`config.mk`:
```
export PLATFORM = sky130hd
export DESIGN_NAME = go_to_goal_pose_controller
export DESIGN_NICKNAME = d
export VERILOG_FILES = /design/src/rtl/gtg_pkg.sv /design/src/rtl/gtg_mul.sv /design/src/rtl/gtg_sqrt.sv /design/src/rtl/gtg_cordic.sv /design/src/rtl/go_to_goal_pose_controller.sv
export SDC_FILE = /design/constraint.sdc
export NUM_CORES = 2
export LEC_CHECK = 0
export BUFFER_PORTS_ARGS = -buffer_cell sky130_fd_sc_hd__clkbuf_2
export CAP_MARGIN = 20
export CORE_UTILIZATION = 30
export CTS_BUF_LIST = sky130_fd_sc_hd__clkbuf_2 sky130_fd_sc_hd__clkbuf_4 sky130_fd_sc_hd__clkbuf_8
export DETAILED_ROUTE_END_ITERATION = 8
export PLACE_DENSITY_LB_ADDON = 0.2
export SYNTH_ARGS = -nofsm -noshare
export SYNTH_HDL_FRONTEND = slang
export SYNTH_SLANG_ARGS = --single-unit
```
`constraint.sdc`:
```
create_clock -name clk -period 15.45 [get_ports clk]
set_clock_uncertainty 0.1 [all_clocks]
set_input_delay 2.3175 -clock clk [delete_from_list [all_inputs] [get_ports clk]]
set_output_delay 2.3175 -clock clk [all_outputs]
set_load 0.005 [all_outputs]
```
`src/rtl/gtg_pkg.sv`:
```
// Package for the go-to-goal controller: constants, register indexes and the atan table.
package gtg_pkg;
  localparam int PosW  = 27;
  localparam int QuatW = 16;
  localparam int GainW = 16;
  localparam int LinW  = 19;
  localparam int AngW  = 17;
  localparam int CfgW  = 27;

  localparam logic [2:0] REG_GOAL_X       = 3'd0;
  localparam logic [2:0] REG_GOAL_Y       = 3'd1;
  localparam logic [2:0] REG_LINEAR_GAIN  = 3'd2;
  localparam logic [2:0] REG_HEADING_GAIN = 3'd3;
  localparam logic [2:0] REG_MAX_LINEAR   = 3'd4;
  localparam logic [2:0] REG_MAX_ANGULAR  = 3'd5;
  localparam logic [2:0] REG_REACH_RADIUS = 3'd6;

  // angles in Q3.13 (final) and 2^-16 rad (cordic accumulator)
  localparam logic signed [17:0] PI_Q13     = 18'sd25736;
  localparam logic signed [17:0] TWO_PI_Q13 = 18'sd51472;
  localparam logic signed [19:0] PI_HALF_Q16 = 20'sd102944;

  // atan(2^-i) in 2^-16 rad; entry 0 is the model's own value
  function automatic logic [16:0] atan_lut(input logic [4:0] i);
    unique case (i)
      5'd0: atan_lut = 17'd51472;
      5'd1: atan_lut = 17'd30386;
      5'd2: atan_lut = 17'd16055;
      5'd3: atan_lut = 17'd8150;
      5'd4: atan_lut = 17'd4091;
      5'd5: atan_lut = 17'd2047;
      5'd6: atan_lut = 17'd1024;
      5'd7: atan_lut = 17'd512;
      5'd8: atan_lut = 17'd256;
      5'd9: atan_lut = 17'd128;
      5'd10: atan_lut = 17'd64;
      5'd11: atan_lut = 17'd32;
      5'd12: atan_lut = 17'd16;
      5'd13: atan_lut = 17'd8;
      5'd14: atan_lut = 17'd4;
      5'd15: atan_lut = 17'd2;
      5'd16: atan_lut = 17'd1;
      default: atan_lut = 17'd0;
    endcase
  endfunction
endpackage

```
`src/rtl/gtg_mul.sv`:
```
// Shift-add serial multiplier: one multiplier bit per cycle, unsigned operands.
module gtg_mul import gtg_pkg::*; #(
  parameter int AW = 56,
  parameter int BW = 56
) (
  input  logic               clk,
  input  logic               rst,
  input  logic               start,
  input  logic [AW-1:0]      a,
  input  logic [BW-1:0]      b,
  output logic               done,
  output logic [AW+BW-1:0]   prod
);
  localparam int CW = $clog2(BW + 1);
  logic [AW+BW-1:0] acc;
  logic [AW+BW-1:0] mcand;
  logic [BW-1:0]    mplier;
  logic [CW-1:0]    cnt;
  logic             busy;

  always_ff @(posedge clk) begin
    if (rst) begin
      busy <= 1'b0;
      done <= 1'b0;
    end else begin
      done <= 1'b0;
      if (start) begin
        busy <= 1'b1;
        cnt  <= CW'(BW);
      end else if (busy) begin
        cnt <= cnt - 1'b1;
        if (cnt == CW'(1)) begin
          busy <= 1'b0;
          done <= 1'b1;
        end
      end
    end
  end

  always_ff @(posedge clk) begin
    if (start) begin
      acc    <= '0;
      mcand  <= {{BW{1'b0}}, a};
      mplier <= b;
    end else if (busy) begin
      if (mplier[0]) acc <= acc + mcand;
      mcand  <= mcand << 1;
      mplier <= mplier >> 1;
    end
  end

  assign prod = acc;
endmodule

```
`src/rtl/gtg_sqrt.sv`:
```
// Bit-serial integer square root, one result bit per cycle.
module gtg_sqrt import gtg_pkg::*; (
  input  logic        clk,
  input  logic        rst,
  input  logic        start,
  input  logic [55:0] val,
  output logic        done,
  output logic [27:0] root
);
  logic [55:0] rem;
  logic [55:0] r;
  logic [57:0] bitv;
  logic [4:0]  cnt;
  logic        busy;
  logic [57:0] trial;

  assign trial = {2'b00, r} + bitv;

  always_ff @(posedge clk) begin
    if (rst) begin
      busy <= 1'b0;
      done <= 1'b0;
    end else begin
      done <= 1'b0;
      if (start) begin
        busy <= 1'b1;
        cnt  <= 5'd28;
      end else if (busy) begin
        cnt <= cnt - 1'b1;
        if (cnt == 5'd1) begin
          busy <= 1'b0;
          done <= 1'b1;
        end
      end
    end
  end

  // r holds root shifted: classic digit-by-digit method over a 56-bit radicand
  always_ff @(posedge clk) begin
    if (start) begin
      rem  <= val;
      r    <= '0;
      bitv <= 58'd1 << 54;
    end else if (busy) begin
      if ({2'b00, rem} >= trial) begin
        rem <= 56'({2'b00, rem} - trial);
        r   <= 56'(({2'b00, r} >> 1) + bitv);
      end else begin
        r <= r >> 1;
      end
      bitv <= bitv >> 2;
    end
  end

  assign root = r[27:0];
endmodule

```
`src/rtl/gtg_cordic.sv`:
```
// CORDIC vectoring atan2, one micro-rotation per cycle, result Q3.13 clamped to +-pi.
module gtg_cordic import gtg_pkg::*; #(
  parameter int STEPS = 16
) (
  input  logic               clk,
  input  logic               rst,
  input  logic               start,
  input  logic signed [35:0] yin,
  input  logic signed [35:0] xin,
  output logic               done,
  output logic signed [17:0] angle
);
  localparam int SW = $clog2(STEPS + 1);
  logic signed [57:0] x, y;
  logic signed [24:0] z;
  logic [SW-1:0]      cnt;
  logic [4:0]         sh;
  logic               busy;
  logic signed [57:0] xs, ys, x0, y0;
  logic signed [24:0] z0, zr;
  logic signed [16:0] zq;

  assign sh = 5'(cnt);
  assign xs = x >>> sh;
  assign ys = y >>> sh;

  always_comb begin
    x0 = 58'(xin) <<< 20;
    y0 = 58'(yin) <<< 20;
    z0 = '0;
    if (xin < 0) begin
      if (yin >= 0) begin
        x0 = 58'(yin) <<< 20;
        y0 = -(58'(xin) <<< 20);
        z0 = 25'(PI_HALF_Q16);
      end else begin
        x0 = -(58'(yin) <<< 20);
        y0 = 58'(xin) <<< 20;
        z0 = -25'(PI_HALF_Q16);
      end
    end
  end

  always_ff @(posedge clk) begin
    if (rst) begin
      busy <= 1'b0;
      done <= 1'b0;
    end else begin
      done <= 1'b0;
      if (start) begin
        busy <= 1'b1;
        cnt  <= '0;
      end else if (busy) begin
        cnt <= cnt + 1'b1;
        if (cnt == SW'(STEPS - 1)) begin
          busy <= 1'b0;
          done <= 1'b1;
        end
      end
    end
  end

  always_ff @(posedge clk) begin
    if (start) begin
      x <= x0;
      y <= y0;
      z <= z0;
    end else if (busy) begin
      if (y >= 0) begin
        x <= x + ys;
        y <= y - xs;
        z <= z + 25'(atan_lut(sh));
      end else begin
        x <= x - ys;
        y <= y + xs;
        z <= z - 25'(atan_lut(sh));
      end
    end
  end

  assign zr = (z + 25'sd4) >>> 3;
  assign zq = 17'(zr);
  always_comb begin
    if (zr > 25'(PI_Q13)) angle = PI_Q13;
    else if (zr < -25'(PI_Q13)) angle = -PI_Q13;
    else angle = 18'(zq);
  end
endmodule

```
`src/rtl/go_to_goal_pose_controller.sv`:
```
// Top level of the go-to-goal pose controller: sequencer, config registers and output register.
//
//  channel | direction | handshake        | payload
//  pose    | in        | pose_valid/stall | pose_x pose_y quat_x..quat_w arm
//  cmd     | out       | cmd_valid/stall  | linear_cmd angular_cmd goal_reached
//  cfg     | in        | cfg_we           | cfg_index cfg_data
//
// A disarmed sample is taken and the next may follow at once. A reached sample gives its
// result after three serial products: dx squared, dy squared and reach radius squared. A
// command sample runs thirteen products, a square root and two CORDIC passes; under
// gimbal lock the yaw CORDIC pass is skipped. Reset is synchronous and disarms. Pose stall
// is high while a sample is in work or a result waits; a stalled result holds until taken.
module go_to_goal_pose_controller import gtg_pkg::*; #(
  parameter int CORDIC_STEPS = 16
) (
  input  logic                     clk,
  input  logic                     rst,
  input  logic                     pose_valid,
  output logic                     pose_stall,
  input  logic signed [PosW-1:0]   pose_x,
  input  logic signed [PosW-1:0]   pose_y,
  input  logic signed [QuatW-1:0]  quat_x,
  input  logic signed [QuatW-1:0]  quat_y,
  input  logic signed [QuatW-1:0]  quat_z,
  input  logic signed [QuatW-1:0]  quat_w,
  input  logic                     arm,
  output logic                     cmd_valid,
  input  logic                     cmd_stall,
  output logic [LinW-1:0]          linear_cmd,
  output logic signed [AngW-1:0]   angular_cmd,
  output logic                     goal_reached,
  input  logic                     cfg_we,
  input  logic [2:0]               cfg_index,
  input  logic [CfgW-1:0]          cfg_data
);
  localparam logic [4:0] S_IDLE = 5'd0,  S_DX2 = 5'd1,  S_DY2 = 5'd2,  S_RR = 5'd3,
                         S_CMP = 5'd4,  S_SQRT = 5'd5, S_LIN = 5'd6,  S_BEAR = 5'd7,
                         S_QXX = 5'd8,  S_QYY = 5'd9,  S_QZZ = 5'd10, S_QWW = 5'd11,
                         S_QXZ = 5'd12, S_QWY = 5'd13, S_QXY = 5'd14, S_QWZ = 5'd15,
                         S_YAWC = 5'd16, S_YAW = 5'd17, S_ANG = 5'd18, S_OUT = 5'd19;

  logic signed [PosW-1:0] goal_x, goal_y;
  logic [GainW-1:0] linear_gain, heading_gain, max_angular;
  logic [LinW-1:0]  max_linear, reach_radius;
  logic armed;
  logic [4:0] state;

  logic signed [PosW:0] dx, dy;
  logic signed [QuatW-1:0] qx, qy, qz, qw;
  logic [55:0] d2;
  logic [35:0] n, sxz, swy, sxy, swz, syz2;
  logic [27:0] distance;
  logic [LinW-1:0] lin;
  logic signed [17:0] bearing, yaw;

  // shared serial multiplier, magnitudes in, sign fixed afterwards
  logic        m_start, m_done, m_neg, m_neg_q;
  logic [55:0] m_a, m_b;
  logic [111:0] m_p;
  logic signed [56:0] m_sp;
  gtg_mul #(.AW(56), .BW(56)) u_mul (
    .clk(clk), .rst(rst), .start(m_start), .a(m_a), .b(m_b), .done(m_done), .prod(m_p)
  );
  assign m_sp = m_neg_q ? -57'(m_p[55:0]) : 57'(m_p[55:0]);

  logic s_start, s_done;
  logic [27:0] s_root;
  gtg_sqrt u_sqrt (
    .clk(clk), .rst(rst), .start(s_start), .val(d2), .done(s_done), .root(s_root)
  );

  logic c_start, c_done;
  logic signed [35:0] c_y, c_x;
  logic signed [17:0] c_ang;
  gtg_cordic #(.STEPS(CORDIC_STEPS)) u_cordic (
    .clk(clk), .rst(rst), .start(c_start), .yin(c_y), .xin(c_x), .done(c_done), .angle(c_ang)
  );

  logic pend;   // operation launched, waiting for its unit
  logic signed [35:0] g_abs_s, n_s, yv, xv;
  logic signed [18:0] err;
  logic signed [18:0] err_w;
  logic signed [35:0] ang_full;
  logic signed [35:0] amax;

  // operand selection for each multiply state
  function automatic logic [55:0] mag(input logic signed [27:0] v);
    mag = 56'(v < 0 ? -v : v);
  endfunction

  always_comb begin
    m_a = '0;
    m_b = '0;
    m_neg = 1'b0;
    unique case (state)
      S_DX2: begin m_a = mag(dx); m_b = mag(dx); end
      S_DY2: begin m_a = mag(dy); m_b = mag(dy); end
      S_RR:  begin m_a = 56'(reach_radius); m_b = 56'(reach_radius); end
      S_LIN: begin m_a = 56'(linear_gain); m_b = 56'(distance); end
      S_QXX: begin m_a = mag(28'(qx)); m_b = mag(28'(qx)); end
      S_QYY: begin m_a = mag(28'(qy)); m_b = mag(28'(qy)); end
      S_QZZ: begin m_a = mag(28'(qz)); m_b = mag(28'(qz)); end
      S_QWW: begin m_a = mag(28'(qw)); m_b = mag(28'(qw)); end
      S_QXZ: begin m_a = mag(28'(qx)); m_b = mag(28'(qz)); m_neg = qx[15] ^ qz[15]; end
      S_QWY: begin m_a = mag(28'(qw)); m_b = mag(28'(qy)); m_neg = qw[15] ^ qy[15]; end
      S_QXY: begin m_a = mag(28'(qx)); m_b = mag(28'(qy)); m_neg = qx[15] ^ qy[15]; end
      S_QWZ: begin m_a = mag(28'(qw)); m_b = mag(28'(qz)); m_neg = qw[15] ^ qz[15]; end
      S_ANG: begin
        m_a = 56'(heading_gain);
        m_b = mag(28'(err_w));
        m_neg = err_w < 0;
      end
      default: ;
    endcase
  end

  always_comb begin
    m_start = 1'b0;
    s_start = 1'b0;
    c_start = 1'b0;
    unique case (state)
      S_DX2, S_DY2, S_RR, S_LIN, S_QXX, S_QYY, S_QZZ, S_QWW,
      S_QXZ, S_QWY, S_QXY, S_QWZ, S_ANG: m_start = !pend;
      S_SQRT: s_start = !pend;
      S_BEAR, S_YAW: c_start = !pend;
      default: ;
    endcase
  end

  assign g_abs_s = $signed(sxz) < 0 ? 36'(-$signed(sxz)) : 36'(sxz);
  assign n_s = $signed(n);
  assign yv = state == S_BEAR ? 36'(dy) : 36'($signed(sxy) + $signed(swz)) <<< 1;
  assign xv = state == S_BEAR ? 36'(dx) : n_s - ($signed(syz2) <<< 1);
  assign c_y = yv;
  assign c_x = xv;

  assign err_w = (err > 19'(PI_Q13)) ? err - 19'(TWO_PI_Q13) : err;
  assign ang_full = $signed(m_sp[35:0]) + 36'sd128 >>> 8;
  assign amax = 36'(max_angular);

  assign pose_stall = state != S_IDLE || cmd_valid;

  always_ff @(posedge clk) begin
    if (rst) begin
      goal_x <= '0;
      goal_y <= '0;
      linear_gain <= GainW'(256);
      heading_gain <= GainW'(256);
      max_linear <= '0;
      max_angular <= '0;
      reach_radius <= LinW'(6554);
    end else if (cfg_we) begin
      unique case (cfg_index)
        REG_GOAL_X:       goal_x <= cfg_data;
        REG_GOAL_Y:       goal_y <= cfg_data;
        REG_LINEAR_GAIN:  linear_gain <= cfg_data[GainW-1:0];
        REG_HEADING_GAIN: heading_gain <= cfg_data[GainW-1:0];
        REG_MAX_LINEAR:   max_linear <= cfg_data[LinW-1:0];
        REG_MAX_ANGULAR:  max_angular <= cfg_data[GainW-1:0];
        REG_REACH_RADIUS: reach_radius <= cfg_data[LinW-1:0];
        default: ;
      endcase
    end
  end

  always_ff @(posedge clk) begin
    if (rst) begin
      state <= S_IDLE;
      armed <= 1'b0;
      cmd_valid <= 1'b0;
      pend <= 1'b0;
    end else begin
      if (cmd_valid && !cmd_stall) cmd_valid <= 1'b0;
      if (m_start || s_start || c_start) begin
        pend <= 1'b1;
        m_neg_q <= m_neg;
      end
      if (m_done || s_done || c_done) pend <= 1'b0;
      unique case (state)
        S_IDLE: if (pose_valid && !pose_stall) begin
          dx <= 28'(goal_x) - 28'(pose_x);
          dy <= 28'(goal_y) - 28'(pose_y);
          qx <= quat_x; qy <= quat_y; qz <= quat_z; qw <= quat_w;
          if (arm || armed) begin
            armed <= 1'b1;
            state <= S_DX2;
          end
        end
        S_DX2: if (m_done) begin d2 <= m_p[55:0]; state <= S_DY2; end
        S_DY2: if (m_done) begin d2 <= d2 + m_p[55:0]; state <= S_RR; end
        S_RR: if (m_done) begin
          if (d2 <= m_p[55:0]) begin
            armed <= 1'b0;
            linear_cmd <= '0;
            angular_cmd <= '0;
            goal_reached <= 1'b1;
            cmd_valid <= 1'b1;
            state <= S_IDLE;
          end else begin
            state <= S_SQRT;
          end
        end
        S_SQRT: if (s_done) begin distance <= s_root; state <= S_LIN; end
        S_LIN: if (m_done) begin
          lin <= (m_p[55:8] > 48'(max_linear)) ? max_linear : LinW'(m_p[55:8]);
          state <= S_BEAR;
        end
        S_BEAR: if (c_done) begin
          bearing <= c_ang < 0 ? c_ang + TWO_PI_Q13 : c_ang;
          state <= S_QXX;
        end
        S_QXX: if (m_done) begin n <= 36'(m_p[35:0]); state <= S_QYY; end
        S_QYY: if (m_done) begin
          n <= n + 36'(m_p[35:0]); syz2 <= 36'(m_p[35:0]); state <= S_QZZ;
        end
        S_QZZ: if (m_done) begin
          n <= n + 36'(m_p[35:0]); syz2 <= syz2 + 36'(m_p[35:0]); state <= S_QWW;
        end
        S_QWW: if (m_done) begin n <= n + 36'(m_p[35:0]); state <= S_QXZ; end
        S_QXZ: if (m_done) begin sxz <= 36'(m_sp); state <= S_QWY; end
        S_QWY: if (m_done) begin sxz <= 36'($signed(sxz) - m_sp); state <= S_QXY; end
        S_QXY: if (m_done) begin sxy <= 36'(m_sp); state <= S_QWZ; end
        S_QWZ: if (m_done) begin swz <= 36'(m_sp); state <= S_YAWC; end
        S_YAWC: begin
          if ((g_abs_s <<< 1) >= n_s) begin
            yaw <= '0;
            state <= S_OUT;
          end else begin
            state <= S_YAW;
          end
        end
        S_YAW: if (c_done) begin yaw <= c_ang; state <= S_OUT; end
        S_OUT: begin
          err <= 19'(bearing) - 19'(yaw);
          state <= S_ANG;
        end
        S_ANG: if (m_done) begin
          linear_cmd <= lin;
          if (ang_full > 0) angular_cmd <= ang_full > amax ? 17'(amax) : 17'(ang_full);
          else angular_cmd <= ang_full < -amax ? 17'(-amax) : 17'(ang_full);
          goal_reached <= 1'b0;
          cmd_valid <= 1'b1;
          state <= S_IDLE;
        end
        default: state <= S_IDLE;
      endcase
    end
  end
endmodule

```
---- After elaboration in Yosys (flattened, before gate mapping) ----
Memory sizes are Yosys's and may differ from the RTL's. A register that Yosys moved wholly into a read port is not among the register bits.
Index checks and enable logic that the tools add are counted.
word-level totals
  register bits ........................... 1225
  memories ................................ 2
  output and inout port bits .............. 39
  logic and storage cells ................. 365
  memory bits (read-only) ................. 1024
operators by class
  reduce and logical (&&, ||, !) cells .... 64
  mux-type cells .......................... 130
  bitwise operators ....................... 8
  order comparisons ....................... 22
  add/subtract/negate cells ............... 38
  shift operators ......................... 2
  eq/ne operators ......................... 48
memory list
  name             words  width  read ports  clocked after Yosys merged registers in  write ports  line           RTL
  (no name shown)  32     16     1           1                                        0            gtg_pkg.sv:25  unique case (i)
  (no name shown)  32     16     1           1                                        0            gtg_pkg.sv:25
operators by type and width
  kind                 number
  $pmux 56 s9          2
  $mux 56              17
  $mux 58              10
  $mux 36              8
  $neg 16->56          4
  $pmux 36 s2          3
  $mux 17              12
  $mux 25              5
  $mux 5               24
  $add 58x58->58       2
  $neg 56->58          2
  $sshr 58x5->58       2
  $sub 58x58->58       2
  $add 112x112->112    1
  $neg 28->56          2
  $pmux 56 s2          1
  $mux 19              5
  $pmux 5 s19          1
  $mux 18              5
  $add 36x36->36       2
  $lt 36x1->1 const B  2
  $sub 36x36->36       2
  $lt 16x1->1 const B  4
  $ge 58x1->1 const B  1
  other kinds (72)     193

---- Longest topological paths before layout ----
  depth in word-level cells ............... 8
  gate-level depth with buffers ........... 35

---- Modules after synthesis ----
From an unflattened synthesis, not the netlist that was laid out.
second synthesis, totals
  cell total of the unflattened synthesis .. 12817
  area, all modules ....................... 109915.4 um2
by module, submodules not included
  module                      times used  area each (um2)  cells an instance
  go_to_goal_pose_controller  1           49378.6          5670
  gtg_cordic                  1           29184.2          3464
  gtg_mul                     1           17933.4          2008
  gtg_sqrt                    1           13419.1          1675

---- Worst setup path after synthesis ----
No wires, ideal clock.
  path kind ............................... input -> register
  from .................................... input port rst
  to ...................................... register dx[0], enable pin
  stages .................................. 3
  library setup time ...................... 771 ps
  path slack .............................. 3212 ps
  required time ........................... 14579 ps
  arrival ................................. 11367 ps
  path buffers ............................ 2
  path through ............................ clkbuf_1 > clkbuf_1 > nor3b_1
on the way
  word-level cells in the longest chain between the ends .. 2
RTL lines
  item                               line                               RTL
  start: declaration                 go_to_goal_pose_controller.sv:17   input logic rst,
  $not 1->1 (no source line)         -
  $reduce_and 3->1 (no source line)  -
  end signal: assignment             go_to_goal_pose_controller.sv:181  dx <= 28'(goal_x) - 28'(pose_x);
  end: declaration                   go_to_goal_pose_controller.sv:48   logic signed [PosW:0] dx, dy;
No other way between the ends.
A chain may end at the register's enable or synchronous reset.

---- Worst setup path after layout ----
  from .................................... register u_cordic.cnt[0]
  to ...................................... register u_cordic.x[57] (data pin)
on the way
  word-level cells in the longest chain between the ends .. 5
RTL lines
  item                                              line                                RTL
  start: declaration                                gtg_cordic.sv:16                    logic [SW-1:0] cnt;
  start signal: assignment                          gtg_cordic.sv:54                    cnt <= cnt + 1'b1;
  $sshr 58x5->58 *                                  gtg_cordic.sv:25                    assign ys = y >>> sh;
  $sub 58x58->58 or $add 58x58->58 (tied branches)  gtg_cordic.sv:74, gtg_cordic.sv:70
  $mux 58 *                                         gtg_cordic.sv:69                    if (y >= 0) begin
  $mux 58 *                                         gtg_cordic.sv:68                    end else if (busy) begin
  $mux 58 *                                         gtg_cordic.sv:64                    if (start) begin
  end signal: assignment                            gtg_cordic.sv:70                    x <= x + ys;
  end signal: assignment                            gtg_cordic.sv:74                    x <= x - ys;
  end: declaration                                  gtg_cordic.sv:14                    logic signed [57:0] x, y;
Mark *: on every way between the ends. The rest lies on a longest branch, timed or not. The select of a mux whose other input is x is not followed.

==> qor.yml <==
worst_setup_path:
  path_max_fanout: 59
  r2r_start: "u_cordic.cnt[0]$_SDFFCE_PP0P_"
  cp.depth: 28
  r2r_slack_ps: 6390
  crit_buf_inv: 3
  crit_start: "u_cordic.cnt[0]$_SDFFCE_PP0P_"
  critical-path-top-delay-family: "compound AO/OA/AOI/OAI gates"
  cp-start-kind: "flop"
  cp-end-kind: "flop"
  crit_slowest_cell: "buf_4"
  cp.required_ps: 16040
  worstReg2RegEnd: "u_cordic.x[57]$_DFFE_PN_"
  endpoint: "u_cordic.x[57]$_DFFE_PN_"
  path_class: "flop to flop"
  slowest_delay_ps: 810
  arrival_ps: 9660
  ff2ff_path_depth: 28
drt:
  vias_per_cell: 5.52
  drt_iter0_markers: 7771
  vias: 85400
  wl_per_cell_um: 23.4
  drt-pass1-iter-count: 6
  ant_nets: 0
  routed_wl_um: 362000
  drcViolationCount: 0
sta:
  fmax_ghz: 0.110
  hold_viol_final: 0
  worstMarginPinSlew_ps: 1200
  period_needed_ps: 9060
  rsz0062_at_grt: "false"
  post-route-period-util_pct: 58.7
  tns_ps: 0
  setup_viol: 0
  drv_slew: 0
  relSlewSlack_pct: 20.3
synth:
  synthesis.area_sq_um: 95300
  syn-instance-count: 11000
  seq_area_frac_synth_pct: 32.3
  synth_seq_cells: 1127
  yosys.area.top_type: "edfxtp_1"
  yosys_warnings: 0
  avgSynthCellArea_sq_um: 8.65
  synthArstFlopShare_pct: 0
  synth_cell_types: 107
  ys_top_cells_by_area: "edfxtp_1 (26%), ha_1 (10%), dfxtp_1 (6.5%)"
  ys.flop_type: "edfxtp_1"
  netlist.area_leader.share_pct: 25.7
  synth_edf_count: 817
clocking:
  htree_num_levels: 4
  cts_resized: 0
  cts_post_setup_buffers_inserted: 0
  cts_hold_buf: 0
  max-clock-path-buffers: 4
  cts_tree: "built"
  clkTransAtPathRegs_ps: 60
  clock_sinks: 1127
  numCtsBuffers: 222
  insertion_delay_ps: 1050
  cts_root_buffer: "clkbuf_8"
power:
  p_switching_mw: 6.85
  combPwrFrac_pct: 49.0
  p_clk_share_pct: 21.4
  swShare_pct: 44.1
  pwr-share-seq_pct: 29.6
  power.internal_mw: 8.69
  power.static_leakage_nw: 41.1
  peakVddDrop_mv: 0.101
  p_per_area_nw_per_um2: 147
placement:
  place_inst: 15000
  port_buffers: 192
  dp_hpwl_um: 280000
  place.gp.congestion: 0.926
grt:
  grtUsageTotal_pct: 21.9
  grt_pass1_vias: 82600
  grt_max_degree: 147
  grt_pass1_wl_um: 532000
  gr-total-overflow: 0
  antenna_found_initial: 35
final_layout:
  fin_nets: 12100
  syn_to_final_growth_pct: 11.0
  drive_gt1_share_pct: 9.62
  multi_input_comb_area_sq_um: 61000
  n_fill_cell: 32900
  finalNonFillerCells: 15500
  seqCellArea_sq_um: 30700
floorplanning:
  num_io_pins: 193
  die_y_um: 566
  rows: 206
  dieWidth_um: 566
  die-area_sq_um: 320000
  initial_core_util_pct: 30.2
  core_area_sq_um: 315000
job:
  maxCapViolations: 0
hold_path:
  hold_path_class: "flop to flop"
run_status:
  outcome: "completed"
-- registers in the layout (all words and copies together) (netlist names), 25 cells and up, named ones only --
name,count
u_mul.prod,56
u_sqrt.r,56
goal_x,27
swz,35
u_mul.mcand,56
u_cordic.y,58
u_cordic.x,58
u_mul.mplier,56
u_sqrt.bitv,28
d2,56
sxz,36
dx,28
goal_y,27
syz2,35
n,36
dy,28
u_sqrt.rem,56
distance,28
u_cordic.z,25
sxy,35
-- power by group through the flow --
stage	clock [mW]	combinational, mW	sequential, mW
2_1_floorplan	0	5.42	4.39
3_3_place_gp	0	7.41	4.65
3_5_place_dp	0	7.52	4.65
4_1_cts	3.42	7.56	4.60
5_1_grt	3.54	8.39	4.65
6_report	3.33	7.61	4.60
-- layout by cell type (no fill, tap or decap), types with 147 or more instances in the layout --
master       n
xor2_1     389
nand3_1    164
nand2b_1   149
dfxtp_1    308
clkbuf_2   191
mux4_2     147
a21oi_1   1008
nor3_1     221
nand2_1   1271
mux2i_1    154
nor2_1     889
inv_1      543
xnor2_1    608
clkbuf_8   238
ha_1       793
edfxtp_1   817
o21ai_0    845
a21o_1     274
-- worst reg2reg max path: cells and delay by family (launching register included) --
kind            cells  cell delay (ps)
flops               1              320
simple gates        5             1180
fa+ha+maj           1              330
buf+inv             3             1380
mux                 2             1000
compound gates     15             4160
xor+xnor            2              300
-- area by class of cell --
type	instances	area share (%)
timing repair buffer	332	1.97
antenna	11	0.0260
inverter	550	1.95
tap	4160	4.92
clock inverter	116	0.908
multi-input combinational	8877	57.6
sequential	1127	29.1
clock buffer	298	3.52
-- metrics by stage --
step                      instance area [sq um]  util, %  total power [mW]  hold WS (ps)  setup WS (ps)
after global routing                     106000     33.5              16.6           377           5770
after floorplan                           95300        -              9.81           331           3210
final                                    106000     33.5              15.5           356           6390
after detailed placement                 101000     32.0              12.2           347           6170
after CTS                                106000     33.5              15.6           357           6060
after global placement                   101000     32.0              12.1           342           5970
-- cells by family (layout without fill, tap and decap cells) --
| kind of cell | Yosys count | count (layout) | share of synthesized area, % |
|---|---|---|---|
| and+or+nand+nor | 3519 | 3519 | 17.2 |
| adders and majority gates | 808 | 808 | 10.7 |
| muxes | 375 | 375 | 5.97 |
| AOI/OAI and AO/OA | 3172 | 3172 | 20.5 |
| buffers and inverters | 1020 | 1296 | 4.10 |
| other | 1 | 14 | 0.00393 |
| xor gates and xnor gates | 1000 | 1000 | 9.21 |
| DFF | 1127 | 1127 | 32.3 |
-- worst min path at each step --
stage | from | to | cells after the start
3_5_place_dp | reach_radius[10]$_SDFFE_PP0P_ | reach_radius[10]$_SDFFE_PP0P_ | 2
6_report | reach_radius[16]$_SDFFE_PP0P_ | reach_radius[16]$_SDFFE_PP0P_ | 2
2_1_floorplan | u_sqrt.r[0]$_SDFFE_PP0P_ | distance[0]$_DFFE_PP_ | 0
3_3_place_gp | reach_radius[10]$_SDFFE_PP0P_ | reach_radius[10]$_SDFFE_PP0P_ | 2
4_1_cts | heading_gain[2]$_SDFFE_PP0P_ | heading_gain[2]$_SDFFE_PP0P_ | 2
5_1_grt | max_linear[11]$_SDFFE_PP0P_ | max_linear[11]$_SDFFE_PP0P_ | 2
-- cell usage after synthesis, types with 73 or more instances --
library cell,n
a211oi_1,79
a21o_1,275
a21oi_1,1010
a31oi_1,133
and2_1,136
and3_1,73
clkbuf_1,381
dfxtp_1,310
edfxtp_1,817
ha_1,793
inv_1,544
mux2_2,74
mux2i_1,154
mux4_2,147
nand2_1,1274
nand2b_1,150
nand3_1,165
nand4_1,110
nor2_1,901
nor2b_1,137
nor3_1,228
o21a_1,85
o21ai_0,846
o21bai_1,85
o31ai_1,137
or3_1,90
xnor2_1,608
xor2_1,389
-- routing by layer --
| layer | track usage [%] | part of all wire, % | vias to the layer above |
|---|---|---|---|
| met1 | 29.6 | 45 | 41700 |
| met5 | 0 | 0.0094 | - |
| met4 | 8.30 | 4.0 | 4 |
| met3 | 2.77 | 6.1 | 541 |
| li1 | - | - | 40400 |
| met2 | 35.4 | 45 | 2794 |
Note: power is estimated with default switching activity, not from simulation.
